<file path="src/design/jsk_pkg.sv">
// Shared constants and the CORDIC arc table for the joystick sector key events block.
`timescale 1ns / 1ps
package jsk_pkg;

  // Default widths
  localparam int COORD_BITS_DEF = 12;
  localparam int ANGLE_BITS_DEF = 16;

  // Key set
  localparam int NUM_KEYS = 5;
  localparam int KEY_BITS = 3;

  // Configuration port
  localparam int CFG_IDX_BITS  = 3;
  localparam int CFG_DATA_BITS = 17;

  localparam logic [CFG_IDX_BITS-1:0] CFG_S1_LOW   = 3'd0;
  localparam logic [CFG_IDX_BITS-1:0] CFG_S1_HIGH  = 3'd1;
  localparam logic [CFG_IDX_BITS-1:0] CFG_S2_START = 3'd2;
  localparam logic [CFG_IDX_BITS-1:0] CFG_S2_END   = 3'd3;
  localparam logic [CFG_IDX_BITS-1:0] CFG_S3_START = 3'd4;
  localparam logic [CFG_IDX_BITS-1:0] CFG_S3_END   = 3'd5;
  localparam logic [CFG_IDX_BITS-1:0] CFG_S4_START = 3'd6;
  localparam logic [CFG_IDX_BITS-1:0] CFG_S4_END   = 3'd7;

  localparam logic [CFG_DATA_BITS-1:0] RST_S1_LOW   = 17'd8192;
  localparam logic [CFG_DATA_BITS-1:0] RST_S1_HIGH  = 17'd57344;
  localparam logic [CFG_DATA_BITS-1:0] RST_S2_START = 17'd8192;
  localparam logic [CFG_DATA_BITS-1:0] RST_S2_END   = 17'd24576;
  localparam logic [CFG_DATA_BITS-1:0] RST_S3_START = 17'd24576;
  localparam logic [CFG_DATA_BITS-1:0] RST_S3_END   = 17'd40960;
  localparam logic [CFG_DATA_BITS-1:0] RST_S4_START = 17'd40960;
  localparam logic [CFG_DATA_BITS-1:0] RST_S4_END   = 17'd57344;

  // CORDIC: angle as 32-bit fraction of a turn, coords scaled by 2^30
  localparam int CORDIC_STEPS = 30;
  localparam int STEP_BITS    = $clog2(CORDIC_STEPS);
  localparam int SCALE_SHIFT  = 30;
  localparam int TURN_BITS    = 32;
  localparam logic [TURN_BITS-1:0] HALF_TURN    = 32'h8000_0000;
  localparam logic [TURN_BITS-1:0] QUARTER_TURN = 32'h4000_0000;
  localparam logic [TURN_BITS-1:0] THREE_QUARTER_TURN = 32'hC000_0000;

  // Command queue between front and back
  localparam int QUEUE_DEPTH = 2;

  // atan(2^-i) in units of 2^-32 turn
  function automatic logic [TURN_BITS-1:0] arc_angle(input logic [STEP_BITS-1:0] i);
    logic [TURN_BITS-1:0] a;
    case (i)
      5'd0:  a = 32'd536870912;
      5'd1:  a = 32'd316933406;
      5'd2:  a = 32'd167458907;
      5'd3:  a = 32'd85004756;
      5'd4:  a = 32'd42667331;
      5'd5:  a = 32'd21354465;
      5'd6:  a = 32'd10679838;
      5'd7:  a = 32'd5340245;
      5'd8:  a = 32'd2670163;
      5'd9:  a = 32'd1335087;
      5'd10: a = 32'd667544;
      5'd11: a = 32'd333772;
      5'd12: a = 32'd166886;
      5'd13: a = 32'd83443;
      5'd14: a = 32'd41722;
      5'd15: a = 32'd20861;
      5'd16: a = 32'd10430;
      5'd17: a = 32'd5215;
      5'd18: a = 32'd2608;
      5'd19: a = 32'd1304;
      5'd20: a = 32'd652;
      5'd21: a = 32'd326;
      5'd22: a = 32'd163;
      5'd23: a = 32'd81;
      5'd24: a = 32'd41;
      5'd25: a = 32'd20;
      5'd26: a = 32'd10;
      5'd27: a = 32'd5;
      5'd28: a = 32'd3;
      5'd29: a = 32'd1;
      default: a = '0;
    endcase
    return a;
  endfunction

endpackage

</file>
<file path="src/design/jsk_in_if.sv">
// Sample channel: stick position and button, valid/ready handshake.
`timescale 1ns / 1ps
interface jsk_in_if #(
  parameter int COORD_BITS = jsk_pkg::COORD_BITS_DEF
);
  logic                         valid;
  logic                         ready;
  logic signed [COORD_BITS-1:0] stick_x;
  logic signed [COORD_BITS-1:0] stick_y;
  logic                         button_down;

  modport source (output valid, output stick_x, output stick_y, output button_down,
                  input ready);
  modport sink (input valid, input stick_x, input stick_y, input button_down,
                output ready);
endinterface

</file>
<file path="src/design/jsk_out_if.sv">
// Event channel: key index, press/release and last-of-sample flag.
`timescale 1ns / 1ps
interface jsk_out_if;
  import jsk_pkg::*;

  logic                valid;
  logic                ready;
  logic [KEY_BITS-1:0] key_index;
  logic                is_press;
  logic                last_event;

  modport source (output valid, output key_index, output is_press, output last_event,
                  input ready);
  modport sink (input valid, input key_index, input is_press, input last_event,
                output ready);
endinterface

</file>
<file path="src/design/jsk_queue.sv">
// Small register FIFO carrying commands from the front to the back.
`timescale 1ns / 1ps
module jsk_queue #(
  parameter int WIDTH = 8,
  parameter int DEPTH = jsk_pkg::QUEUE_DEPTH
) (
  input  logic             clk,
  input  logic             rst_n,
  input  logic             push_valid,
  output logic             push_ready,
  input  logic [WIDTH-1:0] push_data,
  output logic             pop_valid,
  input  logic             pop_ready,
  output logic [WIDTH-1:0] pop_data
);
  localparam int PTR_BITS = (DEPTH > 1) ? $clog2(DEPTH) : 1;
  localparam int CNT_BITS = $clog2(DEPTH + 1);

  logic [WIDTH-1:0]    mem_r [DEPTH];
  logic [PTR_BITS-1:0] wr_ptr_r, wr_ptr_nxt;
  logic [PTR_BITS-1:0] rd_ptr_r, rd_ptr_nxt;
  logic [CNT_BITS-1:0] count_r, count_nxt;
  logic                do_push, do_pop;

  assign push_ready = (count_r != CNT_BITS'(DEPTH));
  assign pop_valid  = (count_r != '0);
  assign pop_data   = mem_r[rd_ptr_r];
  assign do_push    = push_valid && push_ready;
  assign do_pop     = pop_valid && pop_ready;

  // Pointer and fill count update
  always_comb begin
    wr_ptr_nxt = wr_ptr_r;
    rd_ptr_nxt = rd_ptr_r;
    count_nxt  = count_r;
    if (do_push) begin
      wr_ptr_nxt = (wr_ptr_r == PTR_BITS'(DEPTH - 1)) ? '0 : wr_ptr_r + 1'b1;
    end
    if (do_pop) begin
      rd_ptr_nxt = (rd_ptr_r == PTR_BITS'(DEPTH - 1)) ? '0 : rd_ptr_r + 1'b1;
    end
    if (do_push && !do_pop) begin
      count_nxt = count_r + 1'b1;
    end else if (do_pop && !do_push) begin
      count_nxt = count_r - 1'b1;
    end
  end

  always_ff @(posedge clk) begin
    if (!rst_n) begin
      wr_ptr_r <= '0;
      rd_ptr_r <= '0;
      count_r  <= '0;
    end else begin
      wr_ptr_r <= wr_ptr_nxt;
      rd_ptr_r <= rd_ptr_nxt;
      count_r  <= count_nxt;
    end
  end

  // Storage
  always_ff @(posedge clk) begin
    if (do_push) begin
      mem_r[wr_ptr_r] <= push_data;
    end
  end
endmodule

</file>
<file path="src/design/jsk_front.sv">
// Front end: accepts samples, classifies center/axis cases, runs the iterative CORDIC angle.
`timescale 1ns / 1ps
module jsk_front #(
  parameter int COORD_BITS = jsk_pkg::COORD_BITS_DEF,
  parameter int ANGLE_BITS = jsk_pkg::ANGLE_BITS_DEF
) (
  input  logic                  clk,
  input  logic                  rst_n,
  jsk_in_if.sink                in_ch,
  output logic                  cmd_valid,
  input  logic                  cmd_ready,
  output logic [ANGLE_BITS+2:0] cmd_data
);
  import jsk_pkg::*;

  // Datapath width: scaled coordinate plus sign and CORDIC growth
  localparam int W    = COORD_BITS + SCALE_SHIFT + 2;
  localparam int DROP = TURN_BITS - ANGLE_BITS;
  localparam logic [TURN_BITS-1:0] Z_FULL = HALF_TURN - (TURN_BITS'(1) << (DROP - 1));

  localparam logic [1:0] ST_IDLE = 2'd0;
  localparam logic [1:0] ST_ITER = 2'd1;
  localparam logic [1:0] ST_PUSH = 2'd2;

  logic [1:0]            state_r, state_nxt;
  logic [STEP_BITS-1:0]  step_r, step_nxt;
  logic signed [W-1:0]   cx_r, cx_nxt;
  logic signed [W-1:0]   cy_r, cy_nxt;
  logic [TURN_BITS-1:0]  z_r, z_nxt;
  logic                  center_r, center_nxt;
  logic                  button_r, button_nxt;

  logic                  accept;
  logic                  x_zero, y_zero, x_neg, y_neg;
  logic signed [W-1:0]   x_ext, y_ext;
  logic signed [W-1:0]   dx, dy;
  logic                  cy_pos;
  logic [TURN_BITS:0]    z_round;

  assign in_ch.ready = (state_r == ST_IDLE);
  assign accept      = in_ch.valid && in_ch.ready;

  // Sample classification
  assign x_zero = (in_ch.stick_x == '0);
  assign y_zero = (in_ch.stick_y == '0);
  assign x_neg  = in_ch.stick_x[COORD_BITS-1];
  assign y_neg  = in_ch.stick_y[COORD_BITS-1];
  assign x_ext  = {{(W - COORD_BITS){in_ch.stick_x[COORD_BITS-1]}}, in_ch.stick_x};
  assign y_ext  = {{(W - COORD_BITS){in_ch.stick_y[COORD_BITS-1]}}, in_ch.stick_y};

  // One CORDIC vectoring step; arithmetic shift floors
  assign dx     = cy_r >>> step_r;
  assign dy     = cx_r >>> step_r;
  assign cy_pos = !cy_r[W-1] && (cy_r != '0);

  // Add half a turn, round half up to ANGLE_BITS fraction bits
  assign z_round   = {1'b0, z_r + HALF_TURN} + ((TURN_BITS + 1)'(1) << (DROP - 1));
  assign cmd_valid = (state_r == ST_PUSH);
  assign cmd_data  = {center_r, button_r, z_round[TURN_BITS:DROP]};

  always_comb begin
    state_nxt  = state_r;
    step_nxt   = step_r;
    cx_nxt     = cx_r;
    cy_nxt     = cy_r;
    z_nxt      = z_r;
    center_nxt = center_r;
    button_nxt = button_r;
    case (state_r)
      ST_IDLE: begin
        if (accept) begin
          button_nxt = in_ch.button_down;
          center_nxt = x_zero && y_zero;
          step_nxt   = '0;
          cx_nxt     = (x_neg ? -x_ext : x_ext) <<< SCALE_SHIFT;
          cy_nxt     = (x_neg ? -y_ext : y_ext) <<< SCALE_SHIFT;
          // Axis angles are set up so the final rounding lands exactly
          if (y_zero && !x_neg) begin
            z_nxt     = '0;
            state_nxt = ST_PUSH;
          end else if (y_zero) begin
            z_nxt     = Z_FULL;
            state_nxt = ST_PUSH;
          end else if (x_zero && !y_neg) begin
            z_nxt     = QUARTER_TURN;
            state_nxt = ST_PUSH;
          end else if (x_zero) begin
            z_nxt     = THREE_QUARTER_TURN;
            state_nxt = ST_PUSH;
          end else begin
            z_nxt     = x_neg ? HALF_TURN : '0;
            state_nxt = ST_ITER;
          end
        end
      end
      ST_ITER: begin
        if (cy_pos) begin
          cx_nxt = cx_r + dx;
          cy_nxt = cy_r - dy;
          z_nxt  = z_r + arc_angle(step_r);
        end else begin
          cx_nxt = cx_r - dx;
          cy_nxt = cy_r + dy;
          z_nxt  = z_r - arc_angle(step_r);
        end
        step_nxt = step_r + 1'b1;
        if (step_r == STEP_BITS'(CORDIC_STEPS - 1)) begin
          state_nxt = ST_PUSH;
        end
      end
      ST_PUSH: begin
        if (cmd_ready) begin
          state_nxt = ST_IDLE;
        end
      end
      default: begin
        state_nxt = ST_IDLE;
      end
    endcase
  end

  always_ff @(posedge clk) begin
    if (!rst_n) begin
      state_r <= ST_IDLE;
    end else begin
      state_r <= state_nxt;
    end
  end

  // Datapath registers
  always_ff @(posedge clk) begin
    step_r   <= step_nxt;
    cx_r     <= cx_nxt;
    cy_r     <= cy_nxt;
    z_r      <= z_nxt;
    center_r <= center_nxt;
    button_r <= button_nxt;
  end
endmodule

</file>
<file path="src/design/jsk_back.sv">
// Back end: sector compare, held-key flags, and event sequencing onto the output channel.
`timescale 1ns / 1ps
module jsk_back #(
  parameter int ANGLE_BITS = jsk_pkg::ANGLE_BITS_DEF
) (
  input  logic                              clk,
  input  logic                              rst_n,
  input  logic                              cmd_valid,
  output logic                              cmd_ready,
  input  logic [ANGLE_BITS+2:0]             cmd_data,
  input  logic                              cfg_we,
  input  logic [jsk_pkg::CFG_IDX_BITS-1:0]  cfg_index,
  input  logic [jsk_pkg::CFG_DATA_BITS-1:0] cfg_data,
  jsk_out_if.source                         out_ch
);
  import jsk_pkg::*;

  localparam int A_BITS   = ANGLE_BITS + 1;
  localparam int CMP_BITS = (A_BITS > CFG_DATA_BITS) ? A_BITS : CFG_DATA_BITS;

  // Sector edges
  logic [CFG_DATA_BITS-1:0] s1_low_r, s1_high_r;
  logic [CFG_DATA_BITS-1:0] s2_start_r, s2_end_r;
  logic [CFG_DATA_BITS-1:0] s3_start_r, s3_end_r;
  logic [CFG_DATA_BITS-1:0] s4_start_r, s4_end_r;

  logic [NUM_KEYS-1:0] held_r, held_nxt;
  logic [NUM_KEYS-1:0] want_r, want_nxt;
  logic [NUM_KEYS-1:0] pend_r, pend_nxt;
  logic                out_valid_r, out_valid_nxt;
  logic [KEY_BITS-1:0] out_key_r, out_key_nxt;
  logic                out_press_r, out_press_nxt;
  logic                out_last_r, out_last_nxt;

  logic                center, button;
  logic [CMP_BITS-1:0] angle;
  logic [NUM_KEYS-1:0] want_new, emit_new;
  logic                pop, take, can_load;
  logic [KEY_BITS-1:0] sel_key;
  logic [NUM_KEYS-1:0] sel_mask;

  // Command fields
  assign center = cmd_data[ANGLE_BITS+2];
  assign button = cmd_data[ANGLE_BITS+1];
  assign angle  = CMP_BITS'(cmd_data[A_BITS-1:0]);

  // Sector membership for a new sample
  always_comb begin
    want_new[0] = button;
    if (center) begin
      want_new[NUM_KEYS-1:1] = '0;
      emit_new = {{(NUM_KEYS - 1){1'b1}}, button ^ held_r[0]};
    end else begin
      want_new[1] = (angle <= CMP_BITS'(s1_low_r)) || (angle > CMP_BITS'(s1_high_r));
      want_new[2] = (angle > CMP_BITS'(s2_start_r)) && (angle <= CMP_BITS'(s2_end_r));
      want_new[3] = (angle > CMP_BITS'(s3_start_r)) && (angle <= CMP_BITS'(s3_end_r));
      want_new[4] = (angle > CMP_BITS'(s4_start_r)) && (angle <= CMP_BITS'(s4_end_r));
      emit_new = want_new ^ held_r;
    end
  end

  // Lowest pending key goes out first
  always_comb begin
    sel_key  = '0;
    sel_mask = '0;
    for (int k = NUM_KEYS - 1; k >= 0; k--) begin
      if (pend_r[k]) begin
        sel_key  = KEY_BITS'(k);
        sel_mask = NUM_KEYS'(1) << k;
      end
    end
  end

  assign cmd_ready    = (pend_r == '0);
  assign pop          = cmd_valid && cmd_ready;
  assign take         = out_valid_r && out_ch.ready;
  assign can_load     = !out_valid_r || take;

  assign out_ch.valid      = out_valid_r;
  assign out_ch.key_index  = out_key_r;
  assign out_ch.is_press   = out_press_r;
  assign out_ch.last_event = out_last_r;

  // Event sequencer
  always_comb begin
    held_nxt      = held_r;
    want_nxt      = want_r;
    pend_nxt      = pend_r;
    out_valid_nxt = out_valid_r;
    out_key_nxt   = out_key_r;
    out_press_nxt = out_press_r;
    out_last_nxt  = out_last_r;
    if (pend_r != '0 && can_load) begin
      pend_nxt      = pend_r & ~sel_mask;
      out_valid_nxt = 1'b1;
      out_key_nxt   = sel_key;
      out_press_nxt = |(want_r & sel_mask);
      out_last_nxt  = ((pend_r & ~sel_mask) == '0);
    end else if (take) begin
      out_valid_nxt = 1'b0;
    end
    if (pop) begin
      held_nxt = want_new;
      want_nxt = want_new;
      pend_nxt = emit_new;
    end
  end

  always_ff @(posedge clk) begin
    if (!rst_n) begin
      held_r      <= '0;
      pend_r      <= '0;
      out_valid_r <= 1'b0;
    end else begin
      held_r      <= held_nxt;
      pend_r      <= pend_nxt;
      out_valid_r <= out_valid_nxt;
    end
  end

  // Beat payload
  always_ff @(posedge clk) begin
    want_r      <= want_nxt;
    out_key_r   <= out_key_nxt;
    out_press_r <= out_press_nxt;
    out_last_r  <= out_last_nxt;
  end

  // Configuration registers
  always_ff @(posedge clk) begin
    if (!rst_n) begin
      s1_low_r   <= RST_S1_LOW;
      s1_high_r  <= RST_S1_HIGH;
      s2_start_r <= RST_S2_START;
      s2_end_r   <= RST_S2_END;
      s3_start_r <= RST_S3_START;
      s3_end_r   <= RST_S3_END;
      s4_start_r <= RST_S4_START;
      s4_end_r   <= RST_S4_END;
    end else if (cfg_we) begin
      case (cfg_index)
        CFG_S1_LOW:   s1_low_r   <= cfg_data;
        CFG_S1_HIGH:  s1_high_r  <= cfg_data;
        CFG_S2_START: s2_start_r <= cfg_data;
        CFG_S2_END:   s2_end_r   <= cfg_data;
        CFG_S3_START: s3_start_r <= cfg_data;
        CFG_S3_END:   s3_end_r   <= cfg_data;
        CFG_S4_START: s4_start_r <= cfg_data;
        CFG_S4_END:   s4_end_r   <= cfg_data;
        default: begin
        end
      endcase
    end
  end
endmodule

</file>
<file path="src/design/joystick_sector_key_events_unit.sv">
// Top level of the joystick sector key events block.
`timescale 1ns / 1ps
// Turns joystick samples (signed x, y and a push button) into key press and
// release beats for five keys: key 0 is the button, keys 1 to 4 are direction
// sectors of the stick angle atan2(y,x)+pi, where 2^ANGLE_BITS is a full turn.
// A beat goes out only when a key's held flag changes; a sample at exact center
// releases all four direction keys whether held or not. The last beat of a
// sample carries last_event. The front end takes no new sample before handing
// off the last; the angle takes 30 CORDIC steps of one shared add/shift unit,
// which center and axis samples skip. A two-entry command queue feeds the
// back end, which does the sector compare as it takes a sample and sends one
// beat per cycle while the sink is ready. The user must write sector edges
// through the cfg_ port while no sample is in flight; it is not enforced.
module joystick_sector_key_events_unit #(
  parameter int COORD_BITS = jsk_pkg::COORD_BITS_DEF,
  parameter int ANGLE_BITS = jsk_pkg::ANGLE_BITS_DEF
) (
  input  logic                              clk,
  input  logic                              rst_n,
  jsk_in_if.sink                            in_ch,
  jsk_out_if.source                         out_ch,
  input  logic                              cfg_we,
  input  logic [jsk_pkg::CFG_IDX_BITS-1:0]  cfg_index,
  input  logic [jsk_pkg::CFG_DATA_BITS-1:0] cfg_data
);
  import jsk_pkg::*;

  localparam int CMD_BITS = ANGLE_BITS + 3;

  logic                f_valid, f_ready;
  logic [CMD_BITS-1:0] f_data;
  logic                b_valid, b_ready;
  logic [CMD_BITS-1:0] b_data;

  // Sample intake and angle
  jsk_front #(
    .COORD_BITS (COORD_BITS),
    .ANGLE_BITS (ANGLE_BITS)
  ) u_front (
    .clk       (clk),
    .rst_n     (rst_n),
    .in_ch     (in_ch),
    .cmd_valid (f_valid),
    .cmd_ready (f_ready),
    .cmd_data  (f_data)
  );

  // Decoupling queue
  jsk_queue #(
    .WIDTH (CMD_BITS),
    .DEPTH (QUEUE_DEPTH)
  ) u_queue (
    .clk        (clk),
    .rst_n      (rst_n),
    .push_valid (f_valid),
    .push_ready (f_ready),
    .push_data  (f_data),
    .pop_valid  (b_valid),
    .pop_ready  (b_ready),
    .pop_data   (b_data)
  );

  // Key state and event output
  jsk_back #(
    .ANGLE_BITS (ANGLE_BITS)
  ) u_back (
    .clk       (clk),
    .rst_n     (rst_n),
    .cmd_valid (b_valid),
    .cmd_ready (b_ready),
    .cmd_data  (b_data),
    .cfg_we    (cfg_we),
    .cfg_index (cfg_index),
    .cfg_data  (cfg_data),
    .out_ch    (out_ch)
  );
endmodule

</file>
<file path="src/flat_wrapper.sv">
// flat-port wrapper written by rule: the top's interface ports become plain ports
module joystick_sector_key_events_unit_flat import jsk_pkg::*;
#(
  parameter int COORD_BITS = jsk_pkg::COORD_BITS_DEF,
  parameter int ANGLE_BITS = jsk_pkg::ANGLE_BITS_DEF
)
  (clk, rst_n, cfg_we, cfg_index, cfg_data, in_ch_valid, in_ch_stick_x, in_ch_stick_y, in_ch_button_down, in_ch_ready, out_ch_valid, out_ch_key_index, out_ch_is_press, out_ch_last_event, out_ch_ready);
  jsk_in_if #(.COORD_BITS(COORD_BITS)) in_ch_i ();
  jsk_out_if out_ch_i ();
  input  logic clk;
  input  logic rst_n;
  input  logic cfg_we;
  input  logic [jsk_pkg::CFG_IDX_BITS-1:0] cfg_index;
  input  logic [jsk_pkg::CFG_DATA_BITS-1:0] cfg_data;
  input wire logic [$bits(in_ch_i.valid)-1:0] in_ch_valid;
  input wire logic [$bits(in_ch_i.stick_x)-1:0] in_ch_stick_x;
  input wire logic [$bits(in_ch_i.stick_y)-1:0] in_ch_stick_y;
  input wire logic [$bits(in_ch_i.button_down)-1:0] in_ch_button_down;
  output wire logic [$bits(in_ch_i.ready)-1:0] in_ch_ready;
  output wire logic [$bits(out_ch_i.valid)-1:0] out_ch_valid;
  output wire logic [$bits(out_ch_i.key_index)-1:0] out_ch_key_index;
  output wire logic [$bits(out_ch_i.is_press)-1:0] out_ch_is_press;
  output wire logic [$bits(out_ch_i.last_event)-1:0] out_ch_last_event;
  input wire logic [$bits(out_ch_i.ready)-1:0] out_ch_ready;
  assign in_ch_i.valid = in_ch_valid;
  assign in_ch_i.stick_x = in_ch_stick_x;
  assign in_ch_i.stick_y = in_ch_stick_y;
  assign in_ch_i.button_down = in_ch_button_down;
  assign in_ch_ready = in_ch_i.ready;
  assign out_ch_valid = out_ch_i.valid;
  assign out_ch_key_index = out_ch_i.key_index;
  assign out_ch_is_press = out_ch_i.is_press;
  assign out_ch_last_event = out_ch_i.last_event;
  assign out_ch_i.ready = out_ch_ready;
  joystick_sector_key_events_unit #(.COORD_BITS(COORD_BITS), .ANGLE_BITS(ANGLE_BITS)) u_core (.clk(clk), .rst_n(rst_n), .in_ch(in_ch_i), .out_ch(out_ch_i), .cfg_we(cfg_we), .cfg_index(cfg_index), .cfg_data(cfg_data));
endmodule
</file>
<file path="config.mk">
export PLATFORM = sky130hd
export DESIGN_NAME = joystick_sector_key_events_unit_flat
export DESIGN_NICKNAME = d
export VERILOG_FILES = /design/src/design/jsk_pkg.sv /design/src/design/jsk_in_if.sv /design/src/design/jsk_out_if.sv /design/src/design/jsk_queue.sv /design/src/design/jsk_front.sv /design/src/design/jsk_back.sv /design/src/design/joystick_sector_key_events_unit.sv /design/src/flat_wrapper.sv
export SDC_FILE = /design/constraint.sdc
export NUM_CORES = 2
export LEC_CHECK = 0
export BUFFER_PORTS_ARGS = -buffer_cell sky130_fd_sc_hd__buf_2
export CAP_MARGIN = 15
export CORE_UTILIZATION = 55
export CTS_CLUSTER_DIAMETER = 150
export DETAILED_ROUTE_END_ITERATION = 12
export GPL_TIMING_DRIVEN = 0
export PLACE_DENSITY = 0.83
export SYNTH_ARGS = -nofsm -noshare
export SYNTH_HDL_FRONTEND = slang
export SYNTH_SLANG_ARGS = --single-unit
</file>
<file path="constraint.sdc">
create_clock -name clk -period 8.3 [get_ports clk]
set_clock_uncertainty 0.2 [all_clocks]
set_input_delay 1.66 -clock clk [delete_from_list [all_inputs] [get_ports clk]]
set_output_delay 1.66 -clock clk [all_outputs]
set_load 0.005 [all_outputs]
</file>
; ---- After elaboration in Yosys (flattened, before gate mapping)
; Memories as Yosys holds them, arrays and structs flattened. A register that Yosys moved wholly into a read port is not among the register bits.
; Cells that the tools add are included.
[classes]
n_addsub = 15
order_cmp = 8
n_eq_ne = 14
n_shift = 2
mux = 55
n_bitwise = 5
reduce_logical = 49
[op_table]
columns = op, count
row1 = 32-bit two-way mux, 11
row2 = 44-bit two-way mux, 4
row3 = 44-bit case mux with 2 select lines, 2
row4 = 44-bit adder, 2
row5 = 44-bit by 5-bit >>> shifter with 44-bit output, 2
row6 = 44-bit subtractor, 2
row7 = 17-bit > comparator, 4
row8 = 17-bit <= comparator, 4
row9 = 32-bit case mux with 2 select lines, 1
row10 = 5-bit two-way mux, 11
row11 = 44-bit nonzero test, 1
row12 = "32-bit by 16-bit adder with 33-bit output, second input constant", 1
row13 = 32-bit adder, 1
row14 = "32-bit adder, second input constant", 1
row15 = 32-bit subtractor, 1
row16 = 14-bit two-way mux, 2
row17 = 12-bit negation with 14-bit output, 2
row18 = 12-bit zero test, 2
row19 = 2-bit two-way mux, 11
row20 = 2-bit AND reduction, 10
row21 = 1-bit logical AND, 14
row22 = "3-bit equality test, second input constant", 4
row23 = 5-bit AND, 2
row24 = 5-bit zero test, 2
row25 = other kinds (29), 51
[totals]
register_bits = 290
ramBits = 38
romBits = 1920
inputBits = 50
out_inout_bits = 7
elab_cells = 178
n_memories = 3
[memory_table]
columns = memory, depth, width, read_ports, rd_ports_with_merged_regs, write_ports, line
row1 = (name not given), 32, 30, 1, 1, 0, jsk_pkg.sv:50  ; case (i)
row2 = (name not given), 32, 30, 1, 1, 0, jsk_pkg.sv:50
row3 = u_core.u_queue.mem_r, 2, 19, 1, 1, 1, jsk_queue.sv:19  ; logic [WIDTH-1:0] mem_r [DEPTH];

; ---- Logic depth before layout (Yosys ltp)
[logic_depth]
word_depth = 9
depth_mapped = 31
mapped_depth_nobuf = 25

; ---- By module
; A second synthesis with hierarchy kept.
[unflattened]
hier_cells = 3890
hier_area_um2 = 33543.4
[by_module_without_submodules]
columns = module, instances, cells_each, area_each_um2, seq_area_each_um2
row1 = jsk_front, 1, 2635, 22519.1, 4454.3
row2 = jsk_back, 1, 1172, 9414.0, 3243.1
row3 = jsk_queue, 1, 83, 1610.3, 1241.2

; ---- Worst setup path before layout
; OpenSTA, ideal clock, no wires.
[synth_timing]
path_kind = reg-to-reg
from = register u_core.u_front.step_r[4]
to = register u_core.u_front.cy_r[41] (data pin)
setup_time_ns = 0.270
t_arrival_ns = 5.894
required_time_ns = 7.830
slack_ns = 1.936
stages_incl_launch_ff = 27
path_cell_list = edfxtp_1 clkbuf_1 clkinv_1 buf_1 clkbuf_1 buf_1 buf_6 buf_6 mux2i_1 ha_1 nand2_1 or4_4 or3_1 o21ai_0 xor2_1 ha_1 and3_1 nand3_1 a31oi_1 a2111oi_0 o31ai_1 a31oi_1 o21ai_0 a31oi_1 o31ai_1 xnor2_1 a21oi_1
[synth_via]
elab_chain_len = 4
[synth_rtl]
columns = element, line
row1 = from (decl), jsk_front.sv:26  ; logic [STEP_BITS-1:0] step_r, step_nxt;
row2 = from (signal assigned), jsk_front.sv:132  ; step_r <= step_nxt;
row3 = 44-bit by 5-bit >>> shifter with 44-bit output *, jsk_front.sv:53  ; assign dy = cx_r >>> step_r;
row4 = 44-bit adder or 44-bit subtractor (tied branches), "jsk_front.sv:103, jsk_front.sv:99"
row5 = 44-bit two-way mux *, jsk_front.sv:97  ; if (cy_pos) begin
row6 = 44-bit case mux with 2 select lines *, jsk_front.sv:69  ; case (state_r)
row7 = via u_core.u_front.cy_nxt[41], jsk_front.sv:28  ; logic signed [W-1:0] cy_r, cy_nxt;
row8 = to (signal assigned), jsk_front.sv:134  ; cy_r <= cy_nxt;
row9 = to (decl), jsk_front.sv:28
; Mark *: on every way through the listed nets, which the timed path passes. The rest lies on a longest branch.
; A chain may end at the register's enable or synchronous reset.

; ---- Worst setup path after layout
[layout_timing]
from = register u_core.u_front.step_r[2]
to = register u_core.u_front.cx_r[41] (data pin)
[layout_via]
elab_chain_len = 4
[layout_rtl]
columns = element, line
row1 = 44-bit by 5-bit >>> shifter with 44-bit output *, jsk_front.sv:52  ; assign dx = cy_r >>> step_r;
row2 = 44-bit subtractor or 44-bit adder (tied branches), "jsk_front.sv:102, jsk_front.sv:98"
row3 = 44-bit two-way mux *, jsk_front.sv:97
row4 = 44-bit case mux with 2 select lines *, jsk_front.sv:69
row5 = via u_core.u_front.cx_nxt[41], jsk_front.sv:27  ; logic signed [W-1:0] cx_r, cx_nxt;
row6 = to (signal assigned), jsk_front.sv:133  ; cx_r <= cx_nxt;
row7 = to (decl), jsk_front.sv:27
; Marked as above.

==> results.toml <==
[grt]
grt_pass1_wl_um = 193000
grt_pass1_vias = 30100
grt_overflow = 0
grt_start_max_net_pins = 69
antenna_found_initial = 6
grt_use_total_pct = 41.5

[setup_path]
reg2reg_from = "u_core.u_front.step_r[2]"
slowest_delay_ns = 0.58
crit_required_ns = 8.37
path_cells = "buf_2, buf_4, buf_4, buf_4, clkbuf_4, buf_6, clkbuf_1, buf_2, mux2i_1, mux2i_1, xor2_1, ha_1, and3_1, and2_1, nand2_1, o21ai_0, a31oi_2, a311oi_1, a311oi_1, o31ai_1, a31o_2, xnor2_2, o32ai_1"
cpMostUsedCell = "buf_4"
ff2ff_setup_slack_ns = -0.04
crit_type = "register to register"
endpoint_kind = "register"
r2r_end = "u_core.u_front.cx_r[41]"
worstPathArrival_ns = 8.41
critical_path_peak_fanout = 10
start_kind = "register"
cpMaxStageDelayCell = "o21ai_0"
r2r_cells = 23

[synth]
synth_edf_count = 175
synth_top_area_cell = "edfxtp_1"
synth_seq_area_share_pct = 26.6
synthTopCellsByArea = "edfxtp_1 (16%), dfxtp_1 (11%), ha_1 (10%)"
yosys_warnings = 0
synth_async_sr_flop_share_pct = 0
syn_nets = 4148
synth.cell_area_um2 = 33600
avgSynthCellArea_um2 = 8.79
netlist_instances = 3823
synth.distinct_cells = 117
synth_top_area_share_pct = 15.6
synth-seq-cells = 359
ys.flop_type = "dfxtp_1"

[cells_and_area]
drive_above_1_share_pct = 10.8
area_delta_synth_final_pct = 8.45
nNetsFinal = 4235
fillers = 5182
fin_util_pct = 60.4
final_area_um2 = 36400

[drt]
drt_iter0_drc = 3911
ant_nets = 0
vias_per_cell = 6.80
firstDrtPassIters = 8
num_vias = 32200
wl_per_cell_um = 28.2
wl_um = 133000
drc_errors = 0

[sta]
finalHoldViolations = 0
worst_slew_pin_slew_ns = 1.44
fin_crit_ns = 8.34
drv_slew = 0
setup_viol_count_final = 2
fmax_mhz = 120
finalWorstSetupSlack_ns = -0.0440
finalCritPeriodShare_pct = 101
max_slew_margin_pct = 3.71
fin_setup_tns_ns = -0.0530

[floorplanning]
coreArea_um2 = 60400
io_pins = 57
die_h_um = 249
fp.dieArea_um2 = 62100
die_w_um = 249
rows = 90
start_util_pct = 55.7

[pwr]
clkPwrFrac_pct = 11.9
seq_power_share_pct = 19.1
vdd_drop_max_uv = 395
p_per_area_nw_per_um2 = 444
pwr-share-comb_pct = 69.0
netSwitchingFraction_pct = 51.0
p_int_mw = 7.93
switchingPower_mw = 8.26
leakage_nw = 14.4

[place]
post-place-ws_ns = -1.18
place_area_um2 = 34800
io_buffer_count = 34
dp_hpwl_um = 102000
gp_congestion = 1.09

[hold_path]
worstHoldStart = "u_core.u_back.s1_low_r[5]"
hold_path.class = "register to register"
min_to = "u_core.u_back.s1_low_r[5]"
whs_path_depth = 2

[status]
violations = "setup timing"
outcome = "complete, but fails checks"

[cts]
cts_buffers = 42
cts_sinks = 359
cts-hold-fix-buffers = 0
root_buffer = "clkbuf_16"
cts_max_level = 2
clock_path_buffers = 3
cts_tree = "built"
insertion_delay_ns = 0.58
path_clk_slew_ns = 0.06

[run]
cap_violations = 0
==> worst max-delay path: cells and delay by family, from the launching register on <==
| kind | cells | cell delay [ns] |
|---|---|---|
| adder cells (fa/ha/maj) | 1 | 0.29 |
| AO/OA/AOI/OAI | 7 | 2.64 |
| AND/OR/NAND/NOR | 3 | 0.49 |
| buffers and inverters | 8 | 2.83 |
| XOR/XNOR | 2 | 0.53 |
| multiplexers | 2 | 0.67 |
| flip-flops | 1 | 0.33 |
==> layout by cell type, fill, tap and decap left out, types with 41 or more instances in the layout <==
cell,synthesis,final
nand2_1,502,502
nor2_1,297,297
ha_1,272,272
a21oi_1,231,230
dfxtp_1,184,184
o21ai_0,184,183
inv_1,181,180
edfxtp_1,175,175
xnor2_1,150,148
a21boi_0,133,132
a21o_1,116,116
clkbuf_1,113,114
xor2_1,113,113
mux2i_1,113,109
mux4_2,87,87
nand3_1,75,75
buf_2,26,54
mux2_2,47,47
o21a_1,45,45
clkbuf_16,0,45
nand2b_1,42,42
a31oi_1,43,41
==> cell families after synthesis <==
kind of cell    Yosys count  share of synthesized area, %
simple gates           1203                          16.6
compound gates         1047                          20.9
buf+inv                 397                          5.70
flops                   359                          26.6
mux                     278                          13.1
fa+ha+maj               276                          10.3
xor+xnor                263                          6.85
==> state kept, by name, indices dropped and copies added (netlist names), 2 cells and up, named ones only <==
| name | count |
|---|---|
| u_core.u_back.want_r | 5 |
| u_core.u_queue.mem_r | 38 |
| u_core.u_back.s3_end_r | 17 |
| u_core.u_back.s1_high_r | 17 |
| u_core.u_back.s2_end_r | 17 |
| u_core.u_back.s4_end_r | 17 |
| u_core.u_queue.count_r | 2 |
| u_core.u_front.cx_r | 44 |
| u_core.u_back.out_ch.key_index | 3 |
| u_core.u_back.s4_start_r | 17 |
| u_core.u_front.state_r | 2 |
| u_core.u_back.s3_start_r | 17 |
| u_core.u_back.pend_r | 5 |
| u_core.u_front.cy_r | 44 |
| u_core.u_back.held_r | 5 |
| u_core.u_back.s2_start_r | 17 |
| u_core.u_front.z_r | 32 |
| u_core.u_front.step_r | 5 |
| u_core.u_back.s1_low_r | 17 |
==> area by class of cell <==
class	count	area, um2	area share [%]
multi-input combinational	3067	22900	62.7
sequential	359	8940	24.5
buffer	211	1270	3.48
clock buffer	56	1200	3.29
tap	782	978	2.68
inverter	184	697	1.91
timing repair buffer	45	288	0.790
clock inverter	22	220	0.604
antenna	2	5.00	0.0137
==> worst max path at each step <==
stage / start / endpoint / slack (ns) / cells past startpoint
2_1_floorplan: u_core.u_front.step_r[4] / u_core.u_front.cy_r[41] / 1.94 / 26
3_3_place_gp: u_core.u_front.step_r[4] / u_core.u_front.cx_r[41] / -1.22 / 27
3_5_place_dp: u_core.u_front.step_r[4] / u_core.u_front.cx_r[41] / -1.18 / 27
4_1_cts: u_core.u_front.step_r[3] / u_core.u_front.cy_r[41] / 0.09 / 26
5_1_grt: u_core.u_front.step_r[0] / u_core.u_front.cy_r[41] / -0.06 / 26
6_report: u_core.u_front.step_r[2] / u_core.u_front.cx_r[41] / -0.04 / 23
==> synth_stat cells, types with 37 or more instances <==
cell type	instances
nor2b_1	40
nand3_1	75
xnor2_1	150
nand4_1	38
clkbuf_1	113
a31oi_1	43
inv_1	181
nor2_1	297
dfxtp_1	184
and2_1	37
a21o_1	116
mux2_2	47
nand2b_1	42
a21oi_1	231
o21ai_0	184
ha_1	272
nor3_1	38
nand2_1	502
o21a_1	45
edfxtp_1	175
a21boi_0	133
mux4_2	87
xor2_1	113
mux2i_1	113
==> routing by layer <==
| metal | vias to the layer above | track usage (%) | wire length (um) |
|---|---|---|---|
| li1 | 14200 | - | - |
| met1 | 15300 | 54.8 | 52300 |
| met2 | 2140 | 60.8 | 55100 |
| met3 | 485 | 13.1 | 17600 |
| met4 | 6 | 21.4 | 8130 |
| met5 | - | 0 | 35 |
==> power groups by stage <==
stage / Clock [mW] / Combinational [mW] / Sequential, mW
2_1_floorplan: 0 / 7.83 / 2.77
3_3_place_gp: 0 / 10.4 / 3.05
3_5_place_dp: 0 / 10.5 / 3.05
4_1_cts: 1.93 / 10.7 / 3.03
5_1_grt: 2.00 / 11.9 / 3.10
6_report: 1.93 / 11.2 / 3.09
==> metrics by stage <==
stage | std cells | power [mW] | hold slack [ns]
floorplan | 3823 | 10.6 | 0.221
global placement | 4639 | 13.4 | 0.233
detailed placement | 4642 | 13.6 | 0.257
CTS | 4718 | 15.6 | 0.266
global route | 4726 | 17.0 | 0.261
finish | 4728 | 16.2 | 0.264
==> repair_timing <==
action,in CTS,in global routing
resized for setup,21,29
endpoints found under the setup margin,24,9
cloned,0,0
buffers inserted,0,7
pin swaps,0,6
Note: power is estimated with default switching activity, not from simulation.
